<file path="src/hw/rtl/evad_pkg.sv">
// Shared types and constants for the energy voice activity detector.
// No dependencies.
package evad_pkg;

  localparam int unsigned SampleW       = 16;
  localparam int unsigned RegW          = 16;
  localparam int unsigned SumW          = 26;
  localparam int unsigned MagW          = 17;
  localparam int unsigned CountW        = 16;
  localparam int unsigned KeptIdxW      = 10;
  localparam int unsigned CfgIdxW       = 2;
  localparam int unsigned MaxKeptFrames = 1024;

  localparam logic [RegW-1:0] ThresholdReset  = 16'd300;
  localparam logic [RegW-1:0] LoudStartReset  = 16'd0;
  localparam logic [RegW-1:0] QuietEndReset   = 16'd10;

  typedef enum logic [CfgIdxW-1:0] {
    REG_THRESHOLD   = 2'd0,
    REG_LOUD_START  = 2'd1,
    REG_QUIET_END   = 2'd2
  } evad_reg_e;

  typedef enum logic [1:0] {
    ST_START   = 2'd0,
    ST_SILENCE = 2'd1,
    ST_VOICE   = 2'd2
  } evad_status_e;

  typedef struct packed {
    logic [RegW-1:0] loud_start;
    logic [RegW-1:0] quiet_end;
  } evad_cfg_t;

  typedef struct packed {
    logic [1:0]          status;
    logic [1:0]          prior;
    logic                loud;
    logic                done;
    logic                kept;
    logic [KeptIdxW-1:0] index;
  } evad_result_t;

endpackage

</file>
<file path="src/hw/rtl/evad_accum.sv">
// Per-frame level and threshold accumulators with the loud decision.
// Depends on evad_pkg.
module evad_accum import evad_pkg::*; (
  input  logic               clk_i,
  input  logic               rst_ni,
  input  logic               adv_i,
  input  logic [SampleW-1:0] sample_i,
  input  logic               frame_end_i,
  input  logic [RegW-1:0]    threshold_i,
  output logic               loud_o
);

  localparam logic [SumW-1:0] SumMax = '1;

  logic [SumW-1:0] level_q, level_d;
  logic [SumW-1:0] thr_q, thr_d;
  logic [MagW-1:0] mag;
  logic [SumW:0]   level_add, thr_add;
  logic [SumW-1:0] level_sat, thr_sat;

  assign mag       = sample_i[SampleW-1] ? (MagW'(0) - {1'b1, sample_i}) : {1'b0, sample_i};
  assign level_add = {1'b0, level_q} + (SumW+1)'(mag);
  assign thr_add   = {1'b0, thr_q} + (SumW+1)'(threshold_i);
  assign level_sat = level_add[SumW] ? SumMax : level_add[SumW-1:0];
  assign thr_sat   = thr_add[SumW] ? SumMax : thr_add[SumW-1:0];
  assign loud_o    = level_sat >= thr_sat;

  always_comb begin
    level_d = level_q;
    thr_d   = thr_q;
    if (adv_i) begin
      level_d = frame_end_i ? '0 : level_sat;
      thr_d   = frame_end_i ? '0 : thr_sat;
    end
  end

  always_ff @(posedge clk_i or negedge rst_ni) begin
    if (!rst_ni) begin
      level_q <= '0;
      thr_q   <= '0;
    end else begin
      level_q <= level_d;
      thr_q   <= thr_d;
    end
  end

endmodule

</file>
<file path="src/hw/rtl/evad_fsm.sv">
// Start/silence/voice machine, its counters and frame keeping.
// Depends on evad_pkg.
module evad_fsm import evad_pkg::*; #(
  parameter int unsigned MAX_KEPT_FRAMES = MaxKeptFrames
) (
  input  logic         clk_i,
  input  logic         rst_ni,
  input  logic         step_i,
  input  logic         loud_i,
  input  evad_cfg_t    cfg_i,
  output evad_result_t result_o
);

  localparam int unsigned KeptW = $clog2(MAX_KEPT_FRAMES + 1);
  localparam logic [KeptW-1:0] KeptMax  = KeptW'(MAX_KEPT_FRAMES);
  localparam logic [KeptW-1:0] KeptLast = KeptW'(MAX_KEPT_FRAMES - 1);

  evad_status_e      state_q, state_d;
  logic [CountW-1:0] loud_q, loud_d, loud_inc;
  logic [CountW-1:0] quiet_q, quiet_d, quiet_inc;
  logic [KeptW-1:0]  kept_q, kept_d, kept_base;
  logic              keep;

  assign loud_inc  = (loud_q == '1) ? loud_q : loud_q + CountW'(1);
  assign quiet_inc = (quiet_q == '1) ? quiet_q : quiet_q + CountW'(1);

  // next state and counters
  always_comb begin
    state_d   = state_q;
    loud_d    = loud_q;
    quiet_d   = quiet_q;
    kept_base = kept_q;
    case (state_q)
      ST_START: begin
        loud_d  = '0;
        quiet_d = '0;
        if (loud_i) begin
          kept_base = '0;
          state_d   = ST_VOICE;
        end else begin
          state_d = ST_SILENCE;
        end
      end
      ST_SILENCE: begin
        if (loud_i) begin
          loud_d = loud_inc;
          if (loud_inc >= cfg_i.loud_start) begin
            kept_base = '0;
            state_d   = ST_VOICE;
          end
        end else begin
          loud_d = '0;
        end
      end
      ST_VOICE: begin
        if (!loud_i) begin
          quiet_d = quiet_inc;
          if (quiet_inc >= cfg_i.quiet_end) state_d = ST_SILENCE;
        end else if (kept_q >= KeptLast) begin
          state_d = ST_SILENCE;
        end else begin
          quiet_d = '0;
        end
      end
      default: begin
        state_d = state_q;
      end
    endcase
  end

  // outputs
  always_comb begin
    keep            = (state_d == ST_VOICE) && (kept_base < KeptMax);
    kept_d          = keep ? kept_base + KeptW'(1) : kept_base;
    result_o.status = state_d;
    result_o.prior  = state_q;
    result_o.loud   = loud_i;
    result_o.done   = (state_q == ST_VOICE) && (state_d == ST_SILENCE);
    result_o.kept   = keep;
    result_o.index  = keep ? KeptIdxW'(kept_base) : '0;
  end

  always_ff @(posedge clk_i or negedge rst_ni) begin
    if (!rst_ni) begin
      state_q <= ST_START;
      loud_q  <= '0;
      quiet_q <= '0;
      kept_q  <= '0;
    end else if (step_i) begin
      state_q <= state_d;
      loud_q  <= loud_d;
      quiet_q <= quiet_d;
      kept_q  <= kept_d;
    end
  end

endmodule

</file>
<file path="src/hw/rtl/energy_voice_activity_detector.sv">
// Energy voice activity detector top level: config registers, pipeline and handshake.
// Depends on evad_pkg, evad_accum, evad_fsm.
//
// Usage:
//   Input channel (in_valid_i / in_stall_o) carries one signed 16-bit sample per
//   request plus a frame_end flag on the last sample of each frame.
//   Output channel (out_valid_o / out_stall_i) carries one result request per
//   frame: status, prior status, loud flag, utterance end, kept flag and index.
//   Config channel (cfg_valid_i / cfg_ready_o) writes threshold (index 0), loud
//   frames to start (1) and quiet frames to end (2); write only while idle.
//   Throughput: one sample per cycle, set by the single accumulate/decide stage,
//   unless a frame-end sample is held; its result is registered as it leaves.
//   Reset clears sums, counters and machine to the start state and loads the
//   register defaults (300, 0, 10); no result is pending after reset.
//   When out_stall_i holds a result, non-final samples keep flowing; a
//   frame-end sample waits in the input stage and in_stall_o rises.
module energy_voice_activity_detector import evad_pkg::*; #(
  parameter int unsigned MAX_KEPT_FRAMES = MaxKeptFrames
) (
  input  logic                clk_i,
  input  logic                rst_ni,
  input  logic                in_valid_i,
  output logic                in_stall_o,
  input  logic [SampleW-1:0]  in_sample_i,
  input  logic                in_frame_end_i,
  output logic                out_valid_o,
  input  logic                out_stall_i,
  output logic [1:0]          out_detector_status_o,
  output logic [1:0]          out_prior_status_o,
  output logic                out_frame_loud_o,
  output logic                out_utterance_done_o,
  output logic                out_frame_kept_o,
  output logic [KeptIdxW-1:0] out_kept_index_o,
  input  logic                cfg_valid_i,
  output logic                cfg_ready_o,
  input  logic [CfgIdxW-1:0]  cfg_index_i,
  input  logic [RegW-1:0]     cfg_data_i
);

  logic               s1_valid_q, s1_valid_d;
  logic [SampleW-1:0] s1_sample_q;
  logic               s1_fe_q;
  logic               out_valid_q, out_valid_d;
  evad_result_t       res_q, res;
  logic [RegW-1:0]    threshold_q;
  evad_cfg_t          cfg_q;
  logic               in_acc, out_free, s1_go, step, loud;

  assign cfg_ready_o = 1'b1;
  assign out_free    = !out_valid_q || !out_stall_i;
  assign s1_go       = s1_valid_q && (!s1_fe_q || out_free);
  assign step        = s1_go && s1_fe_q;
  assign in_stall_o  = s1_valid_q && !s1_go;
  assign in_acc      = in_valid_i && !in_stall_o;

  always_ff @(posedge clk_i or negedge rst_ni) begin
    if (!rst_ni) begin
      threshold_q      <= ThresholdReset;
      cfg_q.loud_start <= LoudStartReset;
      cfg_q.quiet_end  <= QuietEndReset;
    end else if (cfg_valid_i && cfg_ready_o) begin
      case (cfg_index_i)
        REG_THRESHOLD:  threshold_q      <= cfg_data_i;
        REG_LOUD_START: cfg_q.loud_start <= cfg_data_i;
        REG_QUIET_END:  cfg_q.quiet_end  <= cfg_data_i;
        default: ;
      endcase
    end
  end

  always_comb begin
    s1_valid_d = s1_valid_q;
    if (in_acc) s1_valid_d = 1'b1;
    else if (s1_go) s1_valid_d = 1'b0;
    out_valid_d = out_valid_q;
    if (step) out_valid_d = 1'b1;
    else if (!out_stall_i) out_valid_d = 1'b0;
  end

  always_ff @(posedge clk_i or negedge rst_ni) begin
    if (!rst_ni) begin
      s1_valid_q  <= 1'b0;
      out_valid_q <= 1'b0;
    end else begin
      s1_valid_q  <= s1_valid_d;
      out_valid_q <= out_valid_d;
    end
  end

  always_ff @(posedge clk_i) begin
    if (in_acc) begin
      s1_sample_q <= in_sample_i;
      s1_fe_q     <= in_frame_end_i;
    end
    if (step) res_q <= res;
  end

  evad_accum u_accum (
    .clk_i,
    .rst_ni,
    .adv_i       (s1_go),
    .sample_i    (s1_sample_q),
    .frame_end_i (s1_fe_q),
    .threshold_i (threshold_q),
    .loud_o      (loud)
  );

  evad_fsm #(
    .MAX_KEPT_FRAMES (MAX_KEPT_FRAMES)
  ) u_fsm (
    .clk_i,
    .rst_ni,
    .step_i   (step),
    .loud_i   (loud),
    .cfg_i    (cfg_q),
    .result_o (res)
  );

  assign out_valid_o           = out_valid_q;
  assign out_detector_status_o = res_q.status;
  assign out_prior_status_o    = res_q.prior;
  assign out_frame_loud_o      = res_q.loud;
  assign out_utterance_done_o  = res_q.done;
  assign out_frame_kept_o      = res_q.kept;
  assign out_kept_index_o      = res_q.index;

endmodule

</file>
<file path="config.mk">
export PLATFORM = sky130hd
export DESIGN_NAME = energy_voice_activity_detector
export DESIGN_NICKNAME = d
export VERILOG_FILES = /design/src/hw/rtl/evad_pkg.sv /design/src/hw/rtl/evad_accum.sv /design/src/hw/rtl/evad_fsm.sv /design/src/hw/rtl/energy_voice_activity_detector.sv
export SDC_FILE = /design/constraint.sdc
export NUM_CORES = 1
export LEC_CHECK = 0
export ABC_AREA = 1
export BUFFER_PORTS_ARGS = -buffer_cell sky130_fd_sc_hd__clkbuf_2
export CORE_UTILIZATION = 68
export DETAILED_ROUTE_END_ITERATION = 8
export PLACE_DENSITY = 0.85
export SETUP_SLACK_MARGIN = 0.02
export SYNTH_ARGS = -nofsm -noshare
export SYNTH_HDL_FRONTEND = slang
export SYNTH_SLANG_ARGS = --single-unit
</file>
<file path="constraint.sdc">
create_clock -name clk_i -period 11 [get_ports clk_i]
set_input_delay 3.3 -clock clk_i [delete_from_list [all_inputs] [get_ports clk_i]]
set_output_delay 3.3 -clock clk_i [all_outputs]
set_load 0.1 [all_outputs]
</file>
* Word level (Yosys, flattened, before mapping)
Cells that the tools add are included.
W data, S select, Z words.
** Storage, ports and cells
- Word-level logic and storage cells :: 91
- Flip-flop bits (word level) :: 181
** Operators by class
- Multiplexer cells :: 28
- Add/sub/neg operators :: 6
- Magnitude comparators :: 5
- Equality and inequality tests :: 10
- Reductions and logical operators :: 23
** Operator list (count)
- $mux W26 :: 4
- $mux W16 :: 5
- $pmux W16 S2 :: 2
- $mux W11 :: 4
- $add A16 B1 Y16 const B :: 2
- $eq A16 B16 Y1 const B :: 2
- $ge A16 B16 Y1 :: 2
- $add A26 B16 Y27 :: 1
- $add A26 B17 Y27 :: 1
- $ge A26 B26 Y1 :: 1
- $pmux W11 S2 :: 1
- $mux W17 :: 1
- $sub A1 B17 Y17 const A :: 1
- $mux W2 :: 6
- $add A11 B1 Y11 const B :: 1
- $ge A11 B10 Y1 const B :: 1
- $lt A11 B11 Y1 const B :: 1
- $reduce_and A2 Y1 :: 4
- $eq A2 B1 Y1 const B :: 3
- $eq A2 B2 Y1 const B :: 3
- $logic_and A1 B1 Y1 :: 6
- $pmux W2 S3 :: 1
- $reduce_bool A2 Y1 :: 3
- $logic_not A1 Y1 :: 5
- 6 further kinds :: 11

* Depth between registers and ports, before layout
- Word-level depth :: 10
- Depth in mapped cells :: 44

* Cells and area by module
A second synthesis with hierarchy kept.
** Second synthesis, totals
- Cells, all modules :: 1928
- Area total of the unflattened synthesis :: 13608.1 um^2
** By module, submodules not included
- evad_accum :: area each 6496.2 um^2, cells each 1115, instances 1, sequential area each 1301.2 um^2
- evad_fsm :: area each 3928.8 um^2, cells each 549, instances 1, sequential area each 1126.1 um^2
- energy_voice_activity_detector :: area each 3183.1 um^2, cells each 264, instances 1, sequential area each 2279.7 um^2

* Worst setup path before layout
OpenSTA, ideal clock, no wires.
- Path kind :: input-to-output
- Start :: input out_stall_i
- End :: output in_stall_o
- Path slack :: 3.638 ns
- Path buffers :: 0
- Data required time :: 7.700 ns
- Stages on the path :: 2
- Arrival time :: 4.062 ns
- Path through :: nand4_1 -> inv_1
** On the way
- Word-level cells in the longest chain between the ends :: 6
** RTL lines
- from (decl) :: RTL line energy_voice_activity_detector.sv:27 : input logic out_stall_i,
- $logic_not A1 Y1
- $logic_or A1 B1 Y1 :: RTL line energy_voice_activity_detector.sv:50 : assign out_free = !out_valid_q || !out_stall_i;
- $logic_or A1 B1 Y1 :: RTL line energy_voice_activity_detector.sv:51 : assign s1_go = s1_valid_q && (!s1_fe_q || out_free);
- $logic_and A1 B1 Y1 :: RTL line energy_voice_activity_detector.sv:51
- $logic_not A1 Y1 :: RTL line energy_voice_activity_detector.sv:53 : assign in_stall_o = s1_valid_q && !s1_go;
- $logic_and A1 B1 Y1 :: RTL line energy_voice_activity_detector.sv:53
- to (decl) :: RTL line energy_voice_activity_detector.sv:23 : output logic in_stall_o,
No other way between the ends.

* Worst setup path after layout
Same ends and word-level chain as after synthesis.

==> impl_metrics.json <==
{
  "start_util_pct": 69.75,
  "final_cell_mix": "nand2_1 (366), inv_1 (234), dfrtp_1 (141)",
  "synth-seq-area-share_pct": 38.88,
  "crit_slowest_cell": "clkbuf_2",
  "setup_viol": 0,
  "cts_sinks": 181,
  "antenna_found_initial": 0,
  "synthFlopType": "dfrtp_1",
  "fin_skew_ns": 0.01126,
  "h-tree-depth": 4,
  "final_cells": 1846,
  "drt_first_pass_iters": 6,
  "tns_ns": 0,
  "synth.avg_cell_area_um2": 7.776,
  "path_max_fanout": 2,
  "dieArea_mm2": 0.01834,
  "hold_buffers": 0,
  "cpPeakStageDelay_ns": 0.45,
  "grt_pass1_wl_mm": 48.19,
  "synthCells": 1557,
  "syn-num-nets": 1694,
  "cts_tree": "yes",
  "ioPinCount": 60,
  "place_congestion": 0.9136,
  "cts_root_buf": "clkbuf_16",
  "slew_viol_final": 0,
  "tightest_slew_ns": 1.316,
  "drtIter0Drc": 1040,
  "synthesis.area_mm2": 0.01211,
  "worstSetupEndpointType": "output port",
  "cap_violations": 0,
  "min_period_ns": 7.347,
  "wirelength_mm": 29.43,
  "vias": 10675,
  "overflow": 0,
  "row_count": 48,
  "grt_start_max_net_pins": 75,
  "coreArea_mm2": 0.01736,
  "min_path_type": "flip-flop to flip-flop",
  "p_seq_share_pct": 31.6,
  "power.internal_mw": 1.652,
  "finalCritPeriodShare_pct": 66.80,
  "fin_util_pct": 75.56,
  "swShare_pct": 44.69,
  "post-place-cells": 1814,
  "status": "finished clean",
  "arrival_ns": 4.05,
  "vdd_drop_max_v": 0.0001590,
  "fin_area_mm2": 0.01312,
  "syn2layout_area_growth_pct": 8.330,
  "worstSetupPathType": "primary input to output port",
  "crit_family": "buffers and inverters",
  "setup_slack_ns": 3.653,
  "fillers": 1279,
  "leakage_nw": 6.650,
  "grt_use_total_pct": 33.72,
  "synth_enable_flop_cells": 34,
  "ys_ff_latch": 181,
  "placed_cell_area_mm2": 0.01256,
  "numPortBuffers": 58,
  "comb_power_share_pct": 48.7,
  "drc_errors": 0,
  "die_w_um": 135.4,
  "post-cts-setup-buffer-count": 0,
  "p_sw_mw": 1.335,
  "post_cts_resized": 0,
  "antenna_cells": 0,
  "fin_hold_ws_ns": 0.4868,
  "cp-start-kind": "primary input",
  "nets": 1745,
  "clk_latency_ns": 0.44,
  "path_clk_slew_ns": 0.07,
  "via_per_inst": 5.783,
  "hold_viol_final": 0,
  "fmax_mhz": 136.1,
  "path_buf_inv": 3,
  "dp_slack_ns": 3.648,
  "ys_types": 62,
  "drive_above_1_share_pct": 11.17,
  "cp.required_ns": 7.70,
  "avgRoutedWirePerCell_um": 15.94,
  "max_slew_margin_pct": 11.57,
  "p_total_mw": 2.987,
  "grt_pass1_vias": 9975,
  "hpwlAfterDp_mm": 21.60,
  "die_height_um": 135.4,
  "p_per_area_mw_per_mm2": 227.7,
  "cts_max_path_buffers": 2,
  "cp_common_cell": "clkbuf_2",
  "layout_commonest_cell": "nand2_1",
  "async_reset_ff_share_pct": 81.22,
  "ys_warn_count": 0,
  "antenna_left": 0,
  "crit_chain": "clkbuf_2, nand4_1, inv_1, clkbuf_2",
  "rsz0062_at_grt": "false",
  "pwr-share-clk_pct": 19.7,
  "cts_made_buffers": 17
}
==> synthesized netlist by cell type, types with 3 or more instances <==
master | number | area share (%)
nand2_1 | 366 | 11
nor3_1 | 27 | 1.1
a21oi_1 | 64 | 2.6
nand4_1 | 21 | 1.1
nor2_4 | 5 | 0.47
o22ai_1 | 21 | 1.1
nand3_2 | 7 | 0.58
or2_2 | 8 | 0.41
dfrtp_1 | 141 | 29
a31oi_1 | 3 | 0.16
nand3_1 | 63 | 2.6
o21a_1 | 4 | 0.25
dfstp_2 | 6 | 1.3
inv_2 | 12 | 0.37
ha_1 | 95 | 9.8
o21ai_2 | 6 | 0.43
buf_6 | 4 | 0.37
o21bai_2 | 3 | 0.28
nor3_2 | 3 | 0.25
o21ai_0 | 113 | 4.7
o21ai_1 | 18 | 0.74
o22ai_2 | 4 | 0.41
buf_4 | 3 | 0.19
xor2_1 | 44 | 3.2
a21o_1 | 8 | 0.50
a21oi_2 | 3 | 0.22
edfxtp_1 | 34 | 8.4
nand3b_1 | 6 | 0.37
nand2_2 | 15 | 0.78
a22o_1 | 8 | 0.58
o21bai_1 | 4 | 0.25
nor4_1 | 6 | 0.31
or2_1 | 3 | 0.16
nor2_1 | 122 | 3.8
xnor2_1 | 13 | 0.94
nor2_2 | 7 | 0.36
clkbuf_1 | 20 | 0.62
inv_1 | 234 | 7.3
==> cells by family (layout without fill, tap and decap cells) <==
kind of cell / count (synthesis) / in the layout / share of synthesized area (%)
and+or+nand+nor: 674 / 674 / 24.93
DFF: 181 / 181 / 38.88
buffers and inverters: 277 / 341 / 8.960
adders and majority gates: 97 / 97 / 10.15
xor gates and xnor gates: 57 / 57 / 4.124
AOI/OAI and AO/OA: 269 / 269 / 12.90
other: 2 / 2 / 0.06203
==> power groups by stage <==
stage          clock (mW)  sequential (mW)  combinational, mW
2_1_floorplan           0            0.968               1.05
3_3_place_gp            0            0.944               1.35
3_5_place_dp            0            0.949               1.41
4_1_cts             0.592            0.940               1.43
5_1_grt             0.619            0.958               1.64
6_report            0.589            0.944               1.45
==> flip-flops by register name (all words and copies together), names as in the netlist <==
register and cells:
s1_valid_q 1, u_accum.thr_q 26, out_valid_o 1, out_prior_status_o 2, s1_fe_q 1, out_frame_loud_o 1, out_utterance_done_o 1, out_frame_kept_o 1
u_fsm.kept_q 11, u_fsm.quiet_q 16, cfg_q 32, threshold_q 16, out_kept_index_o 10, out_detector_status_o 2, u_fsm.loud_q 16, u_accum.level_q 26
s1_sample_q 16, u_fsm.state_q 2
==> final timing paths <==
path                                          start                             end  slack (ns)  depth (start not counted)
max                                     out_stall_i                      in_stall_o        3.65                          4
min                           cfg_q[26]$_DFFE_PN0P_           cfg_q[26]$_DFFE_PN0P_        0.49                          2
max reg2reg                s1_sample_q[0]$_DFFE_PP_     u_fsm.loud_q[2]$_DFFE_PN0P_        4.18                         31
min reg2reg                   cfg_q[26]$_DFFE_PN0P_           cfg_q[26]$_DFFE_PN0P_        0.49                          2
max in group asynchronous                    rst_ni    u_fsm.quiet_q[0]$_DFFE_PN0P_        6.67                          2
min in group asynchronous                    rst_ni  u_accum.level_q[1]$_DFFE_PN0P_        2.87                          1
==> per-layer routing <==
layer / vias to the layer above / part of all wire, % / track usage (%)
li1: 5183 / - / -
met1: 5021 / 47 / 48.87
met2: 422 / 44 / 51.40
met3: 49 / 7.7 / 5.986
met4: 0 / 1.8 / 10.24
met5: - / 0 / 0
==> worst min-delay path: stages, from the launching register on <==
cell and delay, ns:
dfrtp_1 0.34, nand2_1 0.05, o21ai_0 0.06
==> final cells by class <==
type                       instances  area [µm²]  area share, %
clock inverter                    11       103.9         0.7918
sequential                       181        4707          35.89
inverter                         247       927.1          7.069
timing repair buffer              62       326.6          2.490
multi-input combinational       1099        6319          48.18
clock buffer                      21       450.4          3.434
tap                              225       281.5          2.147
(Power assumes the default switching activity.)
